## src/hw/rtl/gdd_pkg.sv

```systemverilog
`default_nettype none
// ----------------------------------------------------------------------------
// gdd_pkg
// Shared types, constants and calendar tables for the Gregorian day-distance
// pipeline.
// ----------------------------------------------------------------------------
package gdd_pkg;

  localparam int unsigned DAY_W   = 5;
  localparam int unsigned MONTH_W = 4;
  localparam int unsigned YEAR_W  = 14;
  localparam int unsigned DIST_W  = 22;
  localparam int unsigned DOY_W   = 9;
  localparam int unsigned Q100_W  = 8;

  localparam logic [YEAR_W-1:0] YEAR_MAX = 14'd9999;

  // floor(p / 100) == (p * RECIP_100) >> RECIP_SHIFT for every 14-bit p.
  localparam int unsigned RECIP_SHIFT = 19;
  localparam logic [12:0] RECIP_100   = 13'd5243;

  typedef enum logic [1:0] {
    STATUS_OK         = 2'd0,
    STATUS_FIRST_BAD  = 2'd1,
    STATUS_SECOND_BAD = 2'd2
  } status_t;

  // Stage advance strobes shared by every pipeline section.
  typedef struct packed {
    logic s1;
    logic s2;
    logic s3;
  } adv_t;

  // Length of a month in a common year; zero for codes that are no month.
  function automatic logic [DAY_W-1:0] month_len(input logic [MONTH_W-1:0] m);
    logic [DAY_W-1:0] len;
    unique case (m)
      4'd1, 4'd3, 4'd5, 4'd7, 4'd8, 4'd10, 4'd12: len = 5'd31;
      4'd4, 4'd6, 4'd9, 4'd11:                    len = 5'd30;
      4'd2:                                        len = 5'd28;
      default:                                     len = 5'd0;
    endcase
    return len;
  endfunction

  // Days in the months before month m of a common year.
  function automatic logic [DOY_W-1:0] days_before(input logic [MONTH_W-1:0] m);
    logic [DOY_W-1:0] n;
    unique case (m)
      4'd2:    n = 9'd31;
      4'd3:    n = 9'd59;
      4'd4:    n = 9'd90;
      4'd5:    n = 9'd120;
      4'd6:    n = 9'd151;
      4'd7:    n = 9'd181;
      4'd8:    n = 9'd212;
      4'd9:    n = 9'd243;
      4'd10:   n = 9'd273;
      4'd11:   n = 9'd304;
      4'd12:   n = 9'd334;
      default: n = 9'd0;
    endcase
    return n;
  endfunction

endpackage
`default_nettype wire

```

## src/hw/rtl/gdd_day_number.sv

```systemverilog
`default_nettype none
// ----------------------------------------------------------------------------
// gdd_day_number
// Three-stage pipeline that checks one date and turns it into a day number
// counted from 1 January of year 1.
// ----------------------------------------------------------------------------
module gdd_day_number import gdd_pkg::*; (
  input  wire logic               clk,
  input  wire adv_t               adv,
  input  wire logic [DAY_W-1:0]   day,
  input  wire logic [MONTH_W-1:0] month,
  input  wire logic [YEAR_W-1:0]  year,
  output logic                    date_ok,
  output logic [DIST_W-1:0]       day_num
);

  localparam int unsigned PROD_W = YEAR_W + 13;

  // Stage 1: range checks, year offset and its quotient by 100.
  logic [DAY_W-1:0]   s1_day;
  logic [MONTH_W-1:0] s1_month;
  logic [YEAR_W-1:0]  s1_p;
  logic [Q100_W-1:0]  s1_q;
  logic               s1_range_ok;

  logic [YEAR_W-1:0]  p_in;
  logic [PROD_W-1:0]  prod;

  assign p_in = year - YEAR_W'(1);
  assign prod = PROD_W'(p_in) * PROD_W'(RECIP_100);

  always_ff @(posedge clk) begin
    if (adv.s1) begin
      s1_day      <= day;
      s1_month    <= month;
      s1_p        <= p_in;
      s1_q        <= prod[RECIP_SHIFT +: Q100_W];
      s1_range_ok <= (year != '0) && (year <= YEAR_MAX) &&
                     (month != '0) && (month <= MONTH_W'(12));
    end
  end

  // Stage 2: leap year, day check, year base and day of year.
  // The year is a multiple of 100 exactly when p mod 100 is 99, and a
  // multiple of 400 when additionally floor(p / 100) mod 4 is 3.
  logic [YEAR_W-1:0] rem100;
  logic              century;
  logic              leap;
  logic [DAY_W-1:0]  len;
  logic              day_ok;
  logic [DIST_W-1:0] base;
  logic [DOY_W-1:0]  doy;

  always_comb begin
    rem100  = s1_p - YEAR_W'(s1_q) * YEAR_W'(100);
    century = (rem100 == YEAR_W'(99));
    leap    = ((s1_p[1:0] == 2'd3) && !century) ||
              (century && (s1_q[1:0] == 2'd3));
    len     = month_len(s1_month);
    if ((s1_month == MONTH_W'(2)) && leap) begin
      len = DAY_W'(29);
    end
    day_ok  = (s1_day != '0) && (s1_day <= len);
    base    = DIST_W'(s1_p) * DIST_W'(365) + DIST_W'(s1_p >> 2)
              - DIST_W'(s1_q) + DIST_W'(s1_q >> 2);
    doy     = days_before(s1_month) + DOY_W'(s1_day) +
              DOY_W'((s1_month > MONTH_W'(2)) && leap);
  end

  logic              s2_ok;
  logic [DIST_W-1:0] s2_base;
  logic [DOY_W-1:0]  s2_doy;

  always_ff @(posedge clk) begin
    if (adv.s2) begin
      s2_ok   <= s1_range_ok && day_ok;
      s2_base <= base;
      s2_doy  <= doy;
    end
  end

  // Stage 3: final day number.
  always_ff @(posedge clk) begin
    if (adv.s3) begin
      date_ok <= s2_ok;
      day_num <= s2_base + DIST_W'(s2_doy);
    end
  end

endmodule
`default_nettype wire

```

## src/hw/rtl/gregorian_date_difference.sv

```systemverilog
`default_nettype none
// ----------------------------------------------------------------------------
// gregorian_date_difference
// Checks two proleptic Gregorian dates and reports the absolute number of
// days between them, or which date is invalid.
// ----------------------------------------------------------------------------
//
//   channel | handshake                   | payload
//   --------+-----------------------------+---------------------------------
//   input   | in_valid / in_ready         | first_/second_ day, month, year
//   output  | out_valid / out_ready       | status, day_distance
//
// Every transaction passes four register stages, and a transaction can enter
// every cycle while the output does not stall.
// Stages: year quotient by 100 (reciprocal multiply), leap check and year base,
// day numbers, then status and absolute difference.
// A stage loads when it is empty or the next stage moves, so an output stall
// backs up stage by stage. Reset empties all stages; no data register is cleared.
// ----------------------------------------------------------------------------
module gregorian_date_difference import gdd_pkg::*; (
  input  wire logic               clk,
  input  wire logic               rst,
  input  wire logic               in_valid,
  output logic                    in_ready,
  input  wire logic [DAY_W-1:0]   first_day,
  input  wire logic [MONTH_W-1:0] first_month,
  input  wire logic [YEAR_W-1:0]  first_year,
  input  wire logic [DAY_W-1:0]   second_day,
  input  wire logic [MONTH_W-1:0] second_month,
  input  wire logic [YEAR_W-1:0]  second_year,
  output logic                    out_valid,
  input  wire logic               out_ready,
  output logic [1:0]              status,
  output logic [DIST_W-1:0]       day_distance
);

  // Occupancy of each stage; stage four is the output register.
  logic v1, v2, v3, v4;
  logic adv4;
  adv_t adv;

  // A stage may load when it is empty or its content moves on this cycle.
  always_comb begin
    adv4   = !v4 || out_ready;
    adv.s3 = !v3 || adv4;
    adv.s2 = !v2 || adv.s3;
    adv.s1 = !v1 || adv.s2;
  end

  assign in_ready = adv.s1;

  always_ff @(posedge clk) begin
    if (rst) begin
      v1 <= 1'b0;
      v2 <= 1'b0;
      v3 <= 1'b0;
      v4 <= 1'b0;
    end else begin
      if (adv.s1) v1 <= in_valid;
      if (adv.s2) v2 <= v1;
      if (adv.s3) v3 <= v2;
      if (adv4)   v4 <= v3;
    end
  end

  // Both dates run through identical day-number pipelines in lockstep.
  logic              ok_a, ok_b;
  logic [DIST_W-1:0] num_a, num_b;

  gdd_day_number u_first (
    .clk     (clk),
    .adv     (adv),
    .day     (first_day),
    .month   (first_month),
    .year    (first_year),
    .date_ok (ok_a),
    .day_num (num_a)
  );

  gdd_day_number u_second (
    .clk     (clk),
    .adv     (adv),
    .day     (second_day),
    .month   (second_month),
    .year    (second_year),
    .date_ok (ok_b),
    .day_num (num_b)
  );

  // Stage four: the first date is judged before the second, and an invalid
  // date forces the distance to zero. Both differences are formed and the
  // one without a borrow is kept.
  status_t           status_next;
  logic [DIST_W:0]   diff_ab;
  logic [DIST_W-1:0] diff_ba;
  logic [DIST_W-1:0] dist_next;

  always_comb begin
    diff_ab = {1'b0, num_a} - {1'b0, num_b};
    diff_ba = num_b - num_a;
    priority if (!ok_a) begin
      status_next = STATUS_FIRST_BAD;
      dist_next   = '0;
    end else if (!ok_b) begin
      status_next = STATUS_SECOND_BAD;
      dist_next   = '0;
    end else begin
      status_next = STATUS_OK;
      dist_next   = diff_ab[DIST_W] ? diff_ba : diff_ab[DIST_W-1:0];
    end
  end

  always_ff @(posedge clk) begin
    if (adv4) begin
      status       <= status_next;
      day_distance <= dist_next;
    end
  end

  assign out_valid = v4;

  // An error result never carries a distance.
  a_err_zero_dist: assert property (@(posedge clk) disable iff (rst)
    (out_valid && (status != STATUS_OK)) |-> (day_distance == '0))
    else $error("error status with nonzero day_distance");

  // Only the three defined status codes ever leave the block.
  a_status_code: assert property (@(posedge clk) disable iff (rst)
    out_valid |-> ((status == STATUS_OK) || (status == STATUS_FIRST_BAD) ||
                   (status == STATUS_SECOND_BAD)))
    else $error("undefined status code");

  // Input is refused only when every stage is full and the output stalls.
  a_stall_full: assert property (@(posedge clk) disable iff (rst)
    !in_ready |-> (v1 && v2 && v3 && v4 && !out_ready))
    else $error("pipeline refused input with room left");

  // A result taken with nothing behind it leaves the output empty.
  a_drain: assert property (@(posedge clk) disable iff (rst)
    (out_valid && out_ready && !v3) |=> !out_valid)
    else $error("result repeated after handshake");

endmodule
`default_nettype wire
```

## config.mk

```make
export PLATFORM = sky130hd
export DESIGN_NAME = gregorian_date_difference
export DESIGN_NICKNAME = d
export VERILOG_FILES = /design/src/hw/rtl/gdd_pkg.sv /design/src/hw/rtl/gdd_day_number.sv /design/src/hw/rtl/gregorian_date_difference.sv
export SDC_FILE = /design/constraint.sdc
export NUM_CORES = 1
export LEC_CHECK = 0
export BUFFER_PORTS_ARGS = -buffer_cell sky130_fd_sc_hd__buf_2
export CORE_ASPECT_RATIO = 0.5
export CORE_MARGIN = 2
export CORE_UTILIZATION = 45
export DETAILED_ROUTE_END_ITERATION = 8
export MAX_ROUTING_LAYER = met4
export PLACE_DENSITY_LB_ADDON = 0.08
export SLEW_MARGIN = 20
export SYNTH_ARGS = -nofsm -noshare
export SYNTH_HDL_FRONTEND = slang
export SYNTH_SLANG_ARGS = --single-unit
```

## constraint.sdc

```tcl
create_clock -name clk -period 5.9 [get_ports clk]
set_input_delay 0 -clock clk [delete_from_list [all_inputs] [get_ports clk]]
set_output_delay 0 -clock clk [all_outputs]
set_load 0.01 [all_outputs]
```

# Word-level counts from Yosys, hierarchy flattened
# Memories as Yosys holds them, arrays and structs flattened. A register that Yosys moved wholly into a read port is not among the register bits.
# Cells that the tools add are included.
# word_totals
in_bits	50
romBits	448
word_cells	115
latchBits	0
regBits	202
ramBits	0
output_inout_bits	26
mem_count	4
# memory_table
memory	depth	width	rd	rd_ports_with_merged_regs	wr	line	source
(name not given)	16	9	1	1	0	gdd_pkg.sv:50	unique case (m)
(name not given)	16	9	1	1	0	gdd_pkg.sv:50	
(name not given)	16	5	1	1	0	gdd_pkg.sv:38	unique case (m)
(name not given)	16	5	1	1	0	gdd_pkg.sv:38	
# classes
add_sub_neg	18
shift	0
reduce_logical	37
order_cmp	8
div	0
n_bitwise	0
n_mul	6
mux	8
eq_ne	8
# op_table
op	n
multiplier 14 x 13 -> 27 bit (second input constant)	2
adder 22 x 12 -> 22 bit	2
adder 22 x 6 -> 22 bit	2
adder 22 x 9 -> 22 bit	2
multiplier 14 x 9 -> 22 bit (second input constant)	2
subtractor 22 x 8 -> 22 bit	2
equality test 14 x 7 -> 1 bit (second input constant)	2
less-or-equal comparator 14 bit (second input constant)	2
nonzero test 14 bit	2
subtractor 14 x 1 -> 14 bit (second input constant)	2
subtractor 14 bit	2
multiplier 8 x 5 -> 12 bit (second input constant)	2
subtractor 22 x 22 -> 23 bit	1
2-to-1 mux 22 bit	1
subtractor 22 bit	1
adder 9 x 1 -> 9 bit	2
adder 9 x 5 -> 9 bit	2
logical AND 1 bit	18
2-to-1 mux 4 bit	4
less-or-equal comparator 5 bit	2
2-to-1 mux 5 bit	2
nonzero test 5 bit	2
equality test 2 bit (second input constant)	4
equality test 4 x 2 -> 1 bit (second input constant)	2
other kinds (7)	20

# Logic depth before layout (Yosys ltp)
# depth
depth_word	11
depth_mapped	29
ltp_nobuf	29

# Modules after synthesis
# A second synthesis with hierarchy kept.
# hier_totals
hier_cells	2710
area_unflattened_um2	28085.7
# by_module_without_submodules
mod	instances	cells_per_inst	area_per_inst_um2	seq_area_each_um2
gdd_day_number at u_second	1	1154	12390.6	2852.7
gdd_day_number at u_first	1	1151	12349.3	2852.7
gregorian_date_difference	1	405	3345.7	800.8

# Worst setup path before layout
# No wires, ideal clock.
# synth_timing
path_type	input -> register
startpoint	input port second_year[5]
endpoint	register u_second.s1_q[7] (data pin)
path_slack_ns	-0.334
path_buffers	0
t_required_ns	5.640
arrival_ns	5.974
setup_ns	0.260
path_stages	22
cell_sequence	or4_1 -> or2_2 -> or3_1 -> xnor2_1 -> ha_1 -> fa_1 -> inv_1 -> fa_1 -> inv_1 -> fa_1 -> fa_1 -> ha_1 -> nand4_1 -> a211oi_1 -> o21ai_0 -> a31oi_1 -> o31ai_1 -> nor2_1 -> nor3_1 -> a21oi_1 -> a21oi_1 -> xnor2_1
# synth_between
elab_chain_len	2
# synth_lines
element	line	source
start: declaration	gregorian_date_difference.sv:30	input wire logic [YEAR_W-1:0] second_year,
subtractor 14 x 1 -> 14 bit	gdd_day_number.sv:29	assign p_in = year - YEAR_W'(1);
named net u_second.p_in[12]	gdd_day_number.sv:26	logic [YEAR_W-1:0] p_in;
multiplier 14 x 13 -> 27 bit	gdd_day_number.sv:30	assign prod = PROD_W'(p_in) * PROD_W'(RECIP_100);
named net u_second.prod[26]	gdd_day_number.sv:27	logic [PROD_W-1:0] prod;
end signal: assignment	gdd_day_number.sv:37	s1_q <= prod[RECIP_SHIFT +: Q100_W];
end: declaration	gdd_day_number.sv:23	logic [Q100_W-1:0] s1_q;
# The timed path passes the listed nets, and every way through them passes these cells.
# A chain may end at the register's enable or synchronous reset.

# Final worst setup path
# layout_timing
startpoint	register u_first.s1_q[2]
endpoint	register u_first.s2_ok (data pin)
# layout_between
elab_chain_len	11
word_cells_on_any_way	12
classes_between	1 x add/sub; 1 x mul; 1 x order compare; 1 x eq/ne; 1 x mux; 7 x reduce/logical
# layout_lines
element	line	source
start: declaration	gdd_day_number.sv:23	
start signal: assignment	gdd_day_number.sv:37	
multiplier 8 x 5 -> 12 bit (*)	gdd_day_number.sv:55	rem100 = s1_p - YEAR_W'(s1_q) * YEAR_W'(100);
subtractor 14 bit (*)	gdd_day_number.sv:55	
equality test 14 x 7 -> 1 bit (*)	gdd_day_number.sv:56	century = (rem100 == YEAR_W'(99));
logical NOT 1 bit	gdd_day_number.sv:57	leap = ((s1_p[1:0] == 2'd3) && !century) ||
logical AND 1 bit	gdd_day_number.sv:57	
logical OR 1 bit (*)	gdd_day_number.sv:57	
logical AND 1 bit (*)	gdd_day_number.sv:60	if ((s1_month == MONTH_W'(2)) && leap) begin
2-to-1 mux 5 bit (*)	gdd_day_number.sv:60	
less-or-equal comparator 5 bit (*)	gdd_day_number.sv:63	day_ok = (s1_day != '0) && (s1_day <= len);
logical AND 1 bit (*)	gdd_day_number.sv:63	
logical AND 1 bit (*)	gdd_day_number.sv:76	s2_ok <= s1_range_ok && day_ok;
end signal: assignment	gdd_day_number.sv:76	
end: declaration	gdd_day_number.sv:70	logic s2_ok;
# Every way passes the cells marked *; elsewhere a longest branch is shown, timed or not.

==> impl_metrics.env <==
export IMPL_synthFlopType="edfxtp_1"
export IMPL_worstSetupPathType="reg2reg"
export IMPL_fmax_mhz=172.6
export IMPL_rsz0062_at_grt="yes"
export IMPL_io_buffers=75
export IMPL_crit_reg2reg_launch="u_first.s1_q[2]$_DFFE_PN_"
export IMPL_routed_wl_microns=58040
export IMPL_synthSimpleGateAreaFrac=0.07774
export IMPL_antenna_left=0
export IMPL_setup_violations=0
export IMPL_cp_start_kind="register"
export IMPL_min_to="u_second.s1_p[12]$_DFFE_PN_"
export IMPL_cts_tree="done"
export IMPL_vias_per_cell=4.787
export IMPL_chipHeight_microns=179.2
export IMPL_grt_pass1_wl_microns=94840
export IMPL_syn_nets=3526
export IMPL_synth_top_family_by_area="adder cells"
export IMPL_netlist_area_sq_um=27620
export IMPL_synthXorXnorAreaFrac=0.05359
export IMPL_core_sq_um=60860
export IMPL_die_w_microns=354.4
export IMPL_yosys_area_share_adder=0.4501
export IMPL_yosysSeqAreaShare=0.2356
export IMPL_fin_area_sq_um=32040
export IMPL_grt_pass1_vias=18300
export IMPL_multi_input_area_sq_um=19210
export IMPL_ioPinCount=76
export IMPL_worstHoldPathType="in2reg"
export IMPL_muxShareOfSynthArea=0.01246
export IMPL_hold_depth=3
export IMPL_postPlaceCellArea_sq_um=30190
export IMPL_synth_edff_count=198
export IMPL_crit_start="u_first.s1_q[2]$_DFFE_PN_"
export IMPL_fin_crit_sh=0.9821
export IMPL_timing_hold_ws_ns=0.03187
export IMPL_dieArea_sq_um=63490
export IMPL_cp_max_fo=3
export IMPL_wire_per_inst_microns=15.25
export IMPL_r2r_worst_path_cells=28
export IMPL_reg2reg_slack_ns=0.11
export IMPL_num_vias=18220
export IMPL_cts_htree_levels=1
export IMPL_cpPeakStageDelay_ns=0.56
export IMPL_cts_buffers_inserted=26
export IMPL_area_delta_synth_final_pct=16.01
export IMPL_fillers=5558
export IMPL_drcViolationCount=0
export IMPL_place_gp_congestion=0.8596
export IMPL_seq_area_sq_um=6506
export IMPL_cts_clk_slew_worst_paths_ns=0.06
export IMPL_skew_ns=0.01442
export IMPL_hold_viol_final=0
export IMPL_clk_path_buf_depth=3
export IMPL_r2r_end="u_first.s2_ok$_DFFE_PP_"
export IMPL_antenna_found_initial=1
export IMPL_maxCapViolCount=0
export IMPL_insertion_delay_ns=0.56
export IMPL_yosysWarnings=0
export IMPL_ys_ff_latch=226
export IMPL_firstDrtPassIters=5
export IMPL_synthArstFlopShare=0
export IMPL_root_buffer="clkbuf_16"
export IMPL_fin_crit_ns=5.794
export IMPL_yosys_cell_types_count=79
export IMPL_nets=3828
export IMPL_globalRouteTotalUtil=0.1930
export IMPL_critPathSlowestCell="fa_1"
export IMPL_drive_gt1_frac=0.1359
export IMPL_final_max_slew_viol_count=0
export IMPL_final_core_util=0.5265
export IMPL_cpMostUsedCell="buf_4"
export IMPL_cts_sinks=226
export IMPL_grt_start_max_net_pins=71
export IMPL_antennaDiodeCount=0
export IMPL_dr_first_iter_drc_count=896
export IMPL_synth_compound_area_frac=0.08182
export IMPL_initial_core_util=0.4538
export IMPL_endpoint_kind="register"
export IMPL_grt_overflow=0
export IMPL_outcome="complete, no violations"
export IMPL_required_ns=6.20
export IMPL_relSlewSlack=0.3234
export IMPL_avgSynthCellArea_sq_um=10.38
export IMPL_arrival_ns=6.10
export IMPL_rows=64
export IMPL_syn_inst=2660
export IMPL_worstHoldStart="second_year[12]"
export IMPL_dpl_hpwl_microns=49480
export IMPL_worst_slew_pin_slew_ns=1.011
==> worst max-delay path by stage <==
stage | end | depth (start not counted) | slack (ns)
after floorplan | u_first.s1_q[7]$_DFFE_PN_ | 26 | 0.03
after global placement | u_second.s1_q[7]$_DFFE_PN_ | 27 | -0.24
after detailed placement | u_second.s1_q[7]$_DFFE_PN_ | 27 | -0.30
after CTS | u_first.s2_doy[8]$_DFFE_PP_ | 24 | 0.003
after global routing | u_first.s2_ok$_DFFE_PP_ | 30 | -0.12
final | u_first.s2_ok$_DFFE_PP_ | 28 | 0.11
==> routing by layer <==
| metal | track usage | share of wire | vias to the layer above |
|---|---|---|---|
| met5 | - | 0 | - |
| met4 | 0.02525 | 0.013 | 0 |
| met3 | 0.01975 | 0.028 | 46 |
| met2 | 0.2965 | 0.43 | 184 |
| met1 | 0.2830 | 0.53 | 8666 |
| li1 | - | - | 9323 |
==> final cells by class <==
class                   count  area share
inverters                 627     0.07353
multi-input cells        1794      0.5996
clock buffers              35     0.02363
repair buffers            287     0.06494
clock inverters            12    0.003007
flip-flops and latches    226      0.2031
well taps                 825     0.03222
==> cells by family after synthesis <==
family	count (synthesis)
buffers and inverters	640
AOI/OAI and AO/OA	335
adders and majority gates	816
muxes	33
xor gates and xnor gates	169
and+or+nand+nor	441
DFF	226
==> synth_stat cells (all sizes together), types with 19 or more instances <==
cell type / n / area [sq um]
o21ai: 80 / 400.4
nand2b: 19 / 118.9
inv: 626 / 2350
xnor2: 124 / 1086
dfxtp: 28 / 560.5
nor2: 131 / 491.7
nor2b: 34 / 212.7
a21o: 35 / 262.8
xor2: 45 / 394.1
a21oi: 92 / 501.7
nor3: 40 / 205.2
mux2i: 25 / 250.2
edfxtp: 198 / 5946
fa: 296 / 5926
ha: 520 / 6506
nand2: 92 / 350.3
nand3: 38 / 195.2
==> layout by cell type, fill, tap and decap left out, types with 6 or more instances in the layout <==
cell,n
buf_4,171
nand4_1,13
a31oi_1,12
a21oi_2,9
and2_1,7
a21boi_0,7
or3_1,16
mux2i_1,25
buf_6,7
dfxtp_1,28
a211oi_1,13
clkbuf_16,28
o21bai_1,13
nand2b_1,19
xnor2_1,120
edfxtp_1,198
o21ai_0,56
nor2b_1,33
nor2_1,127
fa_1,291
and3_1,15
a21oi_1,78
nand3_1,37
dlygate4sd3_1,33
a21o_1,35
ha_4,15
inv_1,620
ha_1,501
nor4_1,12
o21a_1,17
nor3_1,36
o21ai_1,21
mux2_2,6
nand2_1,86
xor2_1,42
buf_2,75
==> worst max-delay path: cells and delay by family (launching register included) <==
kind,cells,cell delay (ns)
compound gates,11,1.74
xor+xnor,1,0.16
fa+ha+maj,6,1.61
buf+inv,6,0.85
flops,1,0.44
simple gates,4,0.73
==> per-stage QoR <==
stage,TNS [ns],std cells,worst slack [ns]
finish,0,3806,0.1059
global route,-0.3029,3806,-0.1216
CTS,0,3789,0.002809
detailed placement,-2.198,3707,-0.3004
global placement,-1.625,3707,-0.2398
floorplan,0,2660,0.03115
==> what timing repair did <==
| item | 4_1_cts | 5_1_grt |
|---|---|---|
| setup buffers | 2 | 19 |
| resized for setup | 6 | 93 |
| hold buffers | 33 | 1 |
| setup endpoints to repair | 3 | 21 |
| endpoints found under the hold margin | 47 | 1 |
| pin swaps | 3 | 69 |
Power is not shown: default switching activity piles up to over one toggle a cycle in this logic, so the estimate is an artifact.
